File: src/hdl/sm4_pkg.sv
// Shared types, constants and functions for the SM4 block cipher.
// No dependencies; used by every module in hdl/.
package sm4_pkg;

   localparam int unsigned ROUNDS = 32;
   localparam int unsigned RND_W  = $clog2(ROUNDS);
   localparam int unsigned CSR_IDX_W = 2;

   localparam logic [CSR_IDX_W-1:0] CSR_KEY_HIGH     = 2'd0;
   localparam logic [CSR_IDX_W-1:0] CSR_KEY_LOW      = 2'd1;
   localparam logic [CSR_IDX_W-1:0] CSR_DECRYPT_MODE = 2'd2;

   localparam logic [31:0] FK0 = 32'ha3b1bac6;
   localparam logic [31:0] FK1 = 32'h56aa3350;
   localparam logic [31:0] FK2 = 32'h677d9197;
   localparam logic [31:0] FK3 = 32'hb27022dc;

   typedef struct packed {
      logic [63:0] block_high;
      logic [63:0] block_low;
      logic        block_last;
   } req_data_type;

   typedef struct packed {
      logic [63:0] out_high;
      logic [63:0] out_low;
      logic        result_last;
   } rsp_data_type;

   // Four working words of one block plus the batch flag.
   typedef struct packed {
      logic [31:0] x0;
      logic [31:0] x1;
      logic [31:0] x2;
      logic [31:0] x3;
      logic        last;
   } state_type;

   localparam logic [7:0] SBOX [256] = '{
      8'hd6, 8'h90, 8'he9, 8'hfe, 8'hcc, 8'he1, 8'h3d, 8'hb7,
      8'h16, 8'hb6, 8'h14, 8'hc2, 8'h28, 8'hfb, 8'h2c, 8'h05,
      8'h2b, 8'h67, 8'h9a, 8'h76, 8'h2a, 8'hbe, 8'h04, 8'hc3,
      8'haa, 8'h44, 8'h13, 8'h26, 8'h49, 8'h86, 8'h06, 8'h99,
      8'h9c, 8'h42, 8'h50, 8'hf4, 8'h91, 8'hef, 8'h98, 8'h7a,
      8'h33, 8'h54, 8'h0b, 8'h43, 8'hed, 8'hcf, 8'hac, 8'h62,
      8'he4, 8'hb3, 8'h1c, 8'ha9, 8'hc9, 8'h08, 8'he8, 8'h95,
      8'h80, 8'hdf, 8'h94, 8'hfa, 8'h75, 8'h8f, 8'h3f, 8'ha6,
      8'h47, 8'h07, 8'ha7, 8'hfc, 8'hf3, 8'h73, 8'h17, 8'hba,
      8'h83, 8'h59, 8'h3c, 8'h19, 8'he6, 8'h85, 8'h4f, 8'ha8,
      8'h68, 8'h6b, 8'h81, 8'hb2, 8'h71, 8'h64, 8'hda, 8'h8b,
      8'hf8, 8'heb, 8'h0f, 8'h4b, 8'h70, 8'h56, 8'h9d, 8'h35,
      8'h1e, 8'h24, 8'h0e, 8'h5e, 8'h63, 8'h58, 8'hd1, 8'ha2,
      8'h25, 8'h22, 8'h7c, 8'h3b, 8'h01, 8'h21, 8'h78, 8'h87,
      8'hd4, 8'h00, 8'h46, 8'h57, 8'h9f, 8'hd3, 8'h27, 8'h52,
      8'h4c, 8'h36, 8'h02, 8'he7, 8'ha0, 8'hc4, 8'hc8, 8'h9e,
      8'hea, 8'hbf, 8'h8a, 8'hd2, 8'h40, 8'hc7, 8'h38, 8'hb5,
      8'ha3, 8'hf7, 8'hf2, 8'hce, 8'hf9, 8'h61, 8'h15, 8'ha1,
      8'he0, 8'hae, 8'h5d, 8'ha4, 8'h9b, 8'h34, 8'h1a, 8'h55,
      8'had, 8'h93, 8'h32, 8'h30, 8'hf5, 8'h8c, 8'hb1, 8'he3,
      8'h1d, 8'hf6, 8'he2, 8'h2e, 8'h82, 8'h66, 8'hca, 8'h60,
      8'hc0, 8'h29, 8'h23, 8'hab, 8'h0d, 8'h53, 8'h4e, 8'h6f,
      8'hd5, 8'hdb, 8'h37, 8'h45, 8'hde, 8'hfd, 8'h8e, 8'h2f,
      8'h03, 8'hff, 8'h6a, 8'h72, 8'h6d, 8'h6c, 8'h5b, 8'h51,
      8'h8d, 8'h1b, 8'haf, 8'h92, 8'hbb, 8'hdd, 8'hbc, 8'h7f,
      8'h11, 8'hd9, 8'h5c, 8'h41, 8'h1f, 8'h10, 8'h5a, 8'hd8,
      8'h0a, 8'hc1, 8'h31, 8'h88, 8'ha5, 8'hcd, 8'h7b, 8'hbd,
      8'h2d, 8'h74, 8'hd0, 8'h12, 8'hb8, 8'he5, 8'hb4, 8'hb0,
      8'h89, 8'h69, 8'h97, 8'h4a, 8'h0c, 8'h96, 8'h77, 8'h7e,
      8'h65, 8'hb9, 8'hf1, 8'h09, 8'hc5, 8'h6e, 8'hc6, 8'h84,
      8'h18, 8'hf0, 8'h7d, 8'hec, 8'h3a, 8'hdc, 8'h4d, 8'h20,
      8'h79, 8'hee, 8'h5f, 8'h3e, 8'hd7, 8'hcb, 8'h39, 8'h48
   };

   function automatic logic [31:0] rotl32(input logic [31:0] x, input int unsigned n);
      return (x << n) | (x >> (32 - n));
   endfunction

   function automatic logic [31:0] sub_word(input logic [31:0] a);
      return {SBOX[a[31:24]], SBOX[a[23:16]], SBOX[a[15:8]], SBOX[a[7:0]]};
   endfunction

   // CK byte j of round i is (4*i + j) * 7 mod 256.
   function automatic logic [31:0] ck_word(input logic [RND_W-1:0] idx);
      logic [31:0] w;
      w = '0;
      for (int j = 0; j < 4; j++) begin
         w[31-8*j -: 8] = 8'({idx, 2'(j)}) * 8'd7;
      end
      return w;
   endfunction

   function automatic logic [31:0] lin_data(input logic [31:0] t);
      return t ^ rotl32(t, 2) ^ rotl32(t, 10) ^ rotl32(t, 18) ^ rotl32(t, 24);
   endfunction

   function automatic logic [31:0] lin_key(input logic [31:0] t);
      return t ^ rotl32(t, 13) ^ rotl32(t, 23);
   endfunction

endpackage

File: src/hdl/sm4_key_sched.sv
// Key registers and iterative round-key expansion, one round per cycle.
// Depends on sm4_pkg.
module sm4_key_sched (
   input  logic                                         clock,
   input  logic                                         reset,
   input  logic                                         csr_we,
   input  logic [sm4_pkg::CSR_IDX_W-1:0]                csr_index,
   input  logic [63:0]                                  csr_wdata,
   output logic                                         busy,
   output logic [sm4_pkg::ROUNDS-1:0][31:0]             round_keys
);

   localparam logic [sm4_pkg::RND_W-1:0] LAST_RND = sm4_pkg::RND_W'(sm4_pkg::ROUNDS - 1);

   logic [63:0]                   key_high_ff;
   logic [63:0]                   key_low_ff;
   logic                          decrypt_ff;
   logic                          load_ff;
   logic                          run_ff;
   logic [sm4_pkg::RND_W-1:0]     count_ff;
   logic [31:0]                   x0_ff, x1_ff, x2_ff, x3_ff;
   logic [sm4_pkg::ROUNDS-1:0][31:0] rk_ff;

   logic                          csr_hit;
   logic [31:0]                   key_t;
   logic [31:0]                   key_in;
   logic [sm4_pkg::RND_W-1:0]     wr_idx;

   assign csr_hit = csr_we && (csr_index == sm4_pkg::CSR_KEY_HIGH ||
                               csr_index == sm4_pkg::CSR_KEY_LOW ||
                               csr_index == sm4_pkg::CSR_DECRYPT_MODE);

   assign key_t  = sm4_pkg::sub_word(x1_ff ^ x2_ff ^ x3_ff ^ sm4_pkg::ck_word(count_ff));
   assign key_in = x0_ff ^ sm4_pkg::lin_key(key_t);
   // decrypt stores in reverse order
   assign wr_idx = decrypt_ff ? (LAST_RND - count_ff) : count_ff;

   assign busy       = load_ff || run_ff;
   assign round_keys = rk_ff;

   always_ff @(posedge clock) begin
      if (reset) begin
         key_high_ff <= '0;
         key_low_ff  <= '0;
         decrypt_ff  <= 1'b0;
         load_ff     <= 1'b1;
         run_ff      <= 1'b0;
         count_ff    <= '0;
      end else begin
         if (csr_we) begin
            case (csr_index)
               sm4_pkg::CSR_KEY_HIGH:     key_high_ff <= csr_wdata;
               sm4_pkg::CSR_KEY_LOW:      key_low_ff  <= csr_wdata;
               sm4_pkg::CSR_DECRYPT_MODE: decrypt_ff  <= csr_wdata[0];
               default: ;
            endcase
         end
         if (csr_hit) begin
            load_ff <= 1'b1;
            run_ff  <= 1'b0;
         end else if (load_ff) begin
            load_ff  <= 1'b0;
            run_ff   <= 1'b1;
            count_ff <= '0;
         end else if (run_ff) begin
            count_ff <= count_ff + 1'b1;
            if (count_ff == LAST_RND) begin
               run_ff <= 1'b0;
            end
         end
      end
   end

   always_ff @(posedge clock) begin
      if (load_ff) begin
         x0_ff <= key_high_ff[63:32] ^ sm4_pkg::FK0;
         x1_ff <= key_high_ff[31:0]  ^ sm4_pkg::FK1;
         x2_ff <= key_low_ff[63:32]  ^ sm4_pkg::FK2;
         x3_ff <= key_low_ff[31:0]   ^ sm4_pkg::FK3;
      end else if (run_ff) begin
         x0_ff <= x1_ff;
         x1_ff <= x2_ff;
         x2_ff <= x3_ff;
         x3_ff <= key_in;
         rk_ff[wr_idx] <= key_in;
      end
   end

endmodule

File: config.mk
export PLATFORM = sky130hd
export DESIGN_NAME = sm4_key_sched
export DESIGN_NICKNAME = d
export VERILOG_FILES = /design/src/hdl/sm4_pkg.sv /design/src/hdl/sm4_key_sched.sv
export SDC_FILE = /design/constraint.sdc
export NUM_CORES = 2
export LEC_CHECK = 0
export BUFFER_PORTS_ARGS = -buffer_cell sky130_fd_sc_hd__buf_2
export CORE_AREA = 5 5 419 421
export CTS_BUF_LIST = sky130_fd_sc_hd__clkbuf_4 sky130_fd_sc_hd__clkbuf_8 sky130_fd_sc_hd__clkbuf_16
export CTS_CLUSTER_SIZE = 10
export DETAILED_ROUTE_END_ITERATION = 10
export DIE_AREA = 0 0 424 426
export PLACE_DENSITY = 0.61
export SYNTH_ARGS = -nofsm -noshare
export SYNTH_HDL_FRONTEND = slang
export SYNTH_SLANG_ARGS = --single-unit
File: constraint.sdc
create_clock -name clock -period 12.4 [get_ports clock]
set_clock_uncertainty 0.1 [all_clocks]
set_input_delay 1.86 -clock clock [delete_from_list [all_inputs] [get_ports clock]]
set_output_delay 1.86 -clock clock [all_outputs]
set_load 0.02 [all_outputs]
Word-level counts from Yosys, hierarchy flattened
Memory sizes are Yosys's and may differ from the RTL's.
Cells that the tools add are included.
{"block": "totals", "ff_bits": 1288, "mem_bits_ro": 8192, "in_bits": 69, "out_inout_bits": 1025, "elab_cells": 118, "memories": 4}
{"memory": "(name not given)", "depth": 256, "word_bits": 8, "read_ports": 1, "rd_ports_with_merged_regs": 0, "wr": 0, "line_no": "sm4_pkg.sv:79", "source": "return {SBOX[a[31:24]], SBOX[a[23:16]], SBOX[a[15:8]], SBOX[a[7:0]]};"}
{"memory": "(name not given)", "depth": 256, "word_bits": 8, "read_ports": 1, "rd_ports_with_merged_regs": 0, "wr": 0, "line_no": "sm4_pkg.sv:79"}
{"memory": "(name not given)", "depth": 256, "word_bits": 8, "read_ports": 1, "rd_ports_with_merged_regs": 0, "wr": 0, "line_no": "sm4_pkg.sv:79"}
{"memory": "(name not given)", "depth": 256, "word_bits": 8, "read_ports": 1, "rd_ports_with_merged_regs": 0, "wr": 0, "line_no": "sm4_pkg.sv:79"}
{"block": "classes", "addsub": 2, "n_mul": 4, "magnitude_cmp": 6, "eq_ne": 3, "n_mux": 26, "bitwise_logic": 18, "n_reduce_logical": 13}
{"operator": "$bwmux 1024", "count": 1}
{"operator": "$mux 32", "count": 9}
{"operator": "$xor 32x32->32", "count": 6}
{"operator": "$demux 32 s5", "count": 1}
{"operator": "$mux 8", "count": 8}
{"operator": "$ge 9x9->1 const B", "count": 4}
{"operator": "$not 8->9", "count": 4}
{"operator": "$or 32x13->32", "count": 1}
{"operator": "$or 32x23->32", "count": 1}
{"operator": "$not 14->14", "count": 2}
{"operator": "$not 19->19", "count": 1}
{"operator": "$not 17->17", "count": 1}
{"operator": "$mul 7x3->8 const B", "count": 2}
{"operator": "$mux 5", "count": 3}
{"operator": "$reduce_and 2->1", "count": 5}
{"operator": "$mul 6x3->7 const B", "count": 1}
{"operator": "$lt 5x6->1 const B", "count": 1}
{"operator": "$mul 5x3->6 const B", "count": 1}
{"operator": "$add 5x1->5 const B", "count": 1}
{"operator": "$eq 5x5->1 const B", "count": 1}
{"operator": "$ge 5x1->1 const B", "count": 1}
{"operator": "$sub 5x5->5 const A", "count": 1}
{"operator": "$mux 1", "count": 4}
{"operator": "$logic_or 1x1->1", "count": 3}
{"operator": "7 further kinds", "count": 9}

Depth between registers and ports, before layout
{"block": "depth", "depth_word": 13, "mapped_depth": 21, "depth_no_buf": 15}

Worst setup path before layout
No wires, ideal clock.
{"block": "synth_path", "path_type": "register -> register", "startpoint": "register count_ff[1] (netlist name)", "endpoint": "register x3_ff[11], data pin", "setup_ns": 0.139, "t_arrival_ns": 5.224, "required_time_ns": 12.161, "slack_ns": 6.937, "stages_incl_launch_ff": 17, "path_buffers": 3, "synth_period_minus_slack_ns": 5.463, "cell_sequence": "dfxtp_1 fa_1 xnor2_1 inv_1 ha_1 xor2_1 xor2_1 clkbuf_1 buf_2 clkbuf_1 o21ai_0 nand4_1 nand4_1 a32oi_1 xor2_1 xnor2_1 mux2_2"}
{"block": "synth_via", "elab_chain_len": 12, "elab_cells_between_ends": 23, "classes_between": "mul: 3; mux: 8; bitwise: 9; memory: 3"}
{"element": "from (decl)", "line_no": "sm4_key_sched.sv:20", "source": "logic [sm4_pkg::RND_W-1:0] count_ff;"}
{"element": "from (signal assigned)", "line_no": "sm4_key_sched.sv:66", "source": "count_ff <= count_ff + 1'b1;"}
{"element": "parallel branches: the longest is 1 deep, another holds $mul 7x3->8"}
{"element": "$xor 32x32->32 (*)", "line_no": "sm4_key_sched.sv:33", "source": "assign key_t = sm4_pkg::sub_word(x1_ff ^ x2_ff ^ x3_ff ^ sm4_pkg::ck_word(count_ff));"}
{"element": "$not 8->9 (not written as such)", "line_no": "sm4_pkg.sv:79"}
{"element": "$mem_v2 256x8"}
{"element": "$mux 8 (not written as such) (2 in series)", "line_no": "sm4_pkg.sv:79"}
{"element": "$or 32x13->32", "line_no": "sm4_pkg.sv:75", "source": "return (x << n) | (x >> (32 - n));"}
{"element": "$xor 32x32->32", "line_no": "sm4_pkg.sv:97", "source": "return t ^ rotl32(t, 13) ^ rotl32(t, 23);"}
{"element": "$xor 32x32->32 (*)", "line_no": "sm4_pkg.sv:97"}
{"element": "$xor 32x32->32 (*)", "line_no": "sm4_key_sched.sv:34", "source": "assign key_in = x0_ff ^ sm4_pkg::lin_key(key_t);"}
{"element": "via key_in[11]", "line_no": "sm4_key_sched.sv:26", "source": "logic [31:0] key_in;"}
{"element": "$mux 32 (*)", "line_no": "sm4_key_sched.sv:80", "source": "end else if (run_ff) begin"}
{"element": "$mux 32 (*)", "line_no": "sm4_key_sched.sv:75", "source": "if (load_ff) begin"}
{"element": "to (signal assigned)", "line_no": "sm4_key_sched.sv:79", "source": "x3_ff <= key_low_ff[31:0] ^ sm4_pkg::FK3;"}
{"element": "to (signal assigned)", "line_no": "sm4_key_sched.sv:84", "source": "x3_ff <= key_in;"}
{"element": "to (decl)", "line_no": "sm4_key_sched.sv:21", "source": "logic [31:0] x0_ff, x1_ff, x2_ff, x3_ff;"}
Mark *: on every way through the listed nets, which the timed path passes. The select of a mux whose other input is x is not followed.
A chain may end at the register's enable or synchronous reset.

Final worst setup path
{"block": "layout_path", "startpoint": "register count_ff[0] (netlist name)", "endpoint": "register x3_ff[13], data pin"}
{"block": "layout_via", "elab_chain_len": 12, "elab_cells_between_ends": 23, "classes_between": "mul: 3; mux: 8; bitwise: 9; memory: 3"}
{"element": "$mul 7x3->8", "line_no": "sm4_pkg.sv:87", "source": "w[31-8*j -: 8] = 8'({idx, 2'(j)}) * 8'd7;"}
{"element": "$xor 32x32->32 (*)", "line_no": "sm4_key_sched.sv:33"}
{"element": "$not 8->9 (not written as such)", "line_no": "sm4_pkg.sv:79"}
{"element": "$mem_v2 256x8"}
{"element": "$mux 8 (not written as such) (2 in series)", "line_no": "sm4_pkg.sv:79"}
{"element": "$or 32x13->32", "line_no": "sm4_pkg.sv:75"}
{"element": "$xor 32x32->32", "line_no": "sm4_pkg.sv:97"}
{"element": "$xor 32x32->32 (*)", "line_no": "sm4_pkg.sv:97"}
{"element": "$xor 32x32->32 (*)", "line_no": "sm4_key_sched.sv:34"}
{"element": "via key_in[13]", "line_no": "sm4_key_sched.sv:26"}
{"element": "$mux 32 (*)", "line_no": "sm4_key_sched.sv:80"}
{"element": "$mux 32 (*)", "line_no": "sm4_key_sched.sv:75"}
Mark *: on every way through the listed nets, which the timed path passes. The rest lies on a longest branch. The select of a mux whose other input is x is not followed.

==> metrics.txt <==
status=completed; DIE WIDTH=424 um; GRT met1 Usage=33.4%; clk_lat worst skew=0.80 ns; Yosys reg bits=1288; Slowest cell on crit path=dfxtp_1; routability cong.=1.00; sequential fraction of the synthesis area=66.4%; Synth area leaders=edfxtp_1, dfxtp_1, nand2_1, a21oi_1, nor2_1; Setup Buffers After CTS=0; TritonCTS clock tree=built; largest net degree at the start of global routing=79; met2 usage=46.0%; CTS Hold Bufs=0; async set-reset flop share out of synthesis=0%; Clock transition at path regs=0.07 ns; GR Overflow Total=0; unrepaired setup endpoints after global routing=no; vias in the first global route=43500; synthesis-to-finish area growth=24.0%; Resized Gates After CTS=0; Slew Limit Fails=0; gr usage total=27.1%; number of enable flip-flop cells after synthesis=1152; storage element area=37300 um^2; setup tns final=0 ns; Total Die Area=181000 um^2; Avg Inst Size Synth=12.6 um^2; top post-synthesis cells by count=edfxtp_1, nand2_1, a21oi_1; post-DP HPWL=177 mm; Initial Util=32.8%; H-tree Lvls=4; clock sink count=1288; final setup vio count=0; Mapped Area=56200 um^2; crit end category=register; Critical Path Start Type=register; Hold Fails Final Rpt=0; Critical Path, Cell by Cell=inv_1, ha_1, xnor3_1, xor2_4, buf_4, nor2_1, nand2_1, o221ai_1, a2111oi_0, a41oi_1, a211oi_2, xor2_1, xnor2_2, buf_4, o21a_1; Final #Nets=5680; Arr. time, crit path=8.18 ns; top-area cell type share of the netlist area=61.6%; DRT antenna net count=0; Main synth FF type=edfxtp_1; layout cells sized above 1=30.1%; root buffer cell=clkbuf_16; worst path required time=12.96 ns; DR iter-0 viols=6610; leading area contributor after synthesis=edfxtp_1; synthesis warning total=0; critical setup path kind=register to register; Die Y=426 um; worst-path maximum fanout=51; DR vias/cell=5.84; Top cell by count, worst path=buf_4; global route hottest layer=met2; top-count cell post-synth=edfxtp_1; final worst path period share=61.5%; met3 Use GR=5.56%; Pre-antenna DRT Iters=7; CP max stage delay=1.06 ns; class of the worst hold path=register to register; I/O pins=1094; Max Cap Violations=0; Yosys cell types=92; Multi-input gate area=17900 um^2; Core Area=171000 um^2; first-pass GRT wire length=352 mm; initial antenna violation count=29; min cycle time layout=7.62 ns; Syn Nets=4588; Filler Cell Count=16100; Slew headroom=8.00%; num rows=152; Wirelength per Cell=32.6 um; Port Buffer Count=1093; Gate Count Post-Synth=4471; Residual DRC=0; fmax=131 MHz; drt total wl=257 mm; CTS Buf Count=150; Max clock buf depth=3; worst-margin pin slew=1.38 ns; via count=46000
## worst paths after layout
check,slack [ns],depth (start not counted),startpoint,end
worst max-delay path,4.78,15,count_ff[0]$_SDFFE_PP0P_,x3_ff[13]$_DFFE_PP_
worst min register to register,0.35,2,key_low_ff[17]$_SDFFE_PP0P_,key_low_ff[17]$_SDFFE_PP0P_
worst min-delay path,0.35,2,key_low_ff[17]$_SDFFE_PP0P_,key_low_ff[17]$_SDFFE_PP0P_
worst max register to register,4.78,15,count_ff[0]$_SDFFE_PP0P_,x3_ff[13]$_DFFE_PP_
## logic make-up (layout without fill, tap and decap cells)
kind of cell | count (synthesis) | count (layout) | synth area share, %
adder cells (fa/ha/maj) | 48 | 48 | 1.16
multiplexers | 131 | 131 | 2.51
XOR/XNOR | 212 | 212 | 3.91
flip-flops | 1288 | 1288 | 66.4
AO/OA/AOI/OAI | 1167 | 1167 | 13.5
AND/OR/NAND/NOR | 1217 | 1217 | 9.35
buffers and inverters | 408 | 1564 | 3.09
other | 0 | 18 | 0
## critical path, delay by kind of cell, from the launching register on
kind | cells | cell delay, ns
buffers and inverters | 3 | 1.40
and+or+nand+nor | 2 | 0.62
AOI/OAI and AO/OA | 5 | 1.94
DFF | 1 | 1.06
xor gates and xnor gates | 4 | 1.64
adders and majority gates | 1 | 0.60
## layer usage
| layer | share of wire [%] | vias to the layer above | wire, um |
|---|---|---|---|
| li1 | - | 19100 | - |
| met1 | 37 | 23000 | 94800 |
| met2 | 49 | 3184 | 126000 |
| met3 | 8.7 | 656 | 22300 |
| met4 | 5.3 | 2 | 13600 |
| met5 | 0.0031 | - | 8 |
## registers in the layout, summed over array words and instances (netlist names)
name         count
round_keys    1024
key_high_ff     64
key_low_ff      64
x0_ff           32
x1_ff           32
x2_ff           32
x3_ff           32
count_ff         5
decrypt_ff       1
load_ff          1
run_ff           1
## area by class of cell
type,count,area share [%]
clock inverter,21,0.546
multi-input combinational,2775,25.7
clock buffer,195,5.92
antenna,18,0.0647
timing repair buffer,1265,9.71
tap,2233,4.01
sequential,1288,53.6
inverter,83,0.447
## per-stage QoR
step	instance area (um^2)	worst slack, ns	hold slack [ns]	utilization, %	instances
6_report	69700	4.78	0.350	40.7	7878
4_1_cts	69600	4.83	0.351	40.7	7860
5_1_grt	69600	4.44	0.370	40.7	7870
2_1_floorplan	56200	6.94	0.333	-	4471
3_5_place_dp	65100	4.85	0.343	38.1	7644
3_3_place_gp	65100	4.82	0.339	38.1	7644
## placed cells by master (no fill, tap or decap), types with 36 or more instances in the layout
master,count
dfxtp_1,135
ha_1,41
edfxtp_1,1152
a211oi_1,45
o211ai_1,54
nand4_1,36
xor2_1,40
o22ai_1,36
inv_1,80
clkbuf_4,43
a21oi_1,370
xnor2_2,48
nand3_1,99
clkbuf_16,152
a31oi_1,73
o21ai_0,223
mux2i_1,61
mux2_2,69
xnor2_1,85
buf_4,173
nor3_1,88
buf_2,1092
nor2_1,281
nand2_1,575
Power is left out: the tool's default activity adds up to more than one toggle a clock period on the data nets, which glitch-free logic cannot reach.
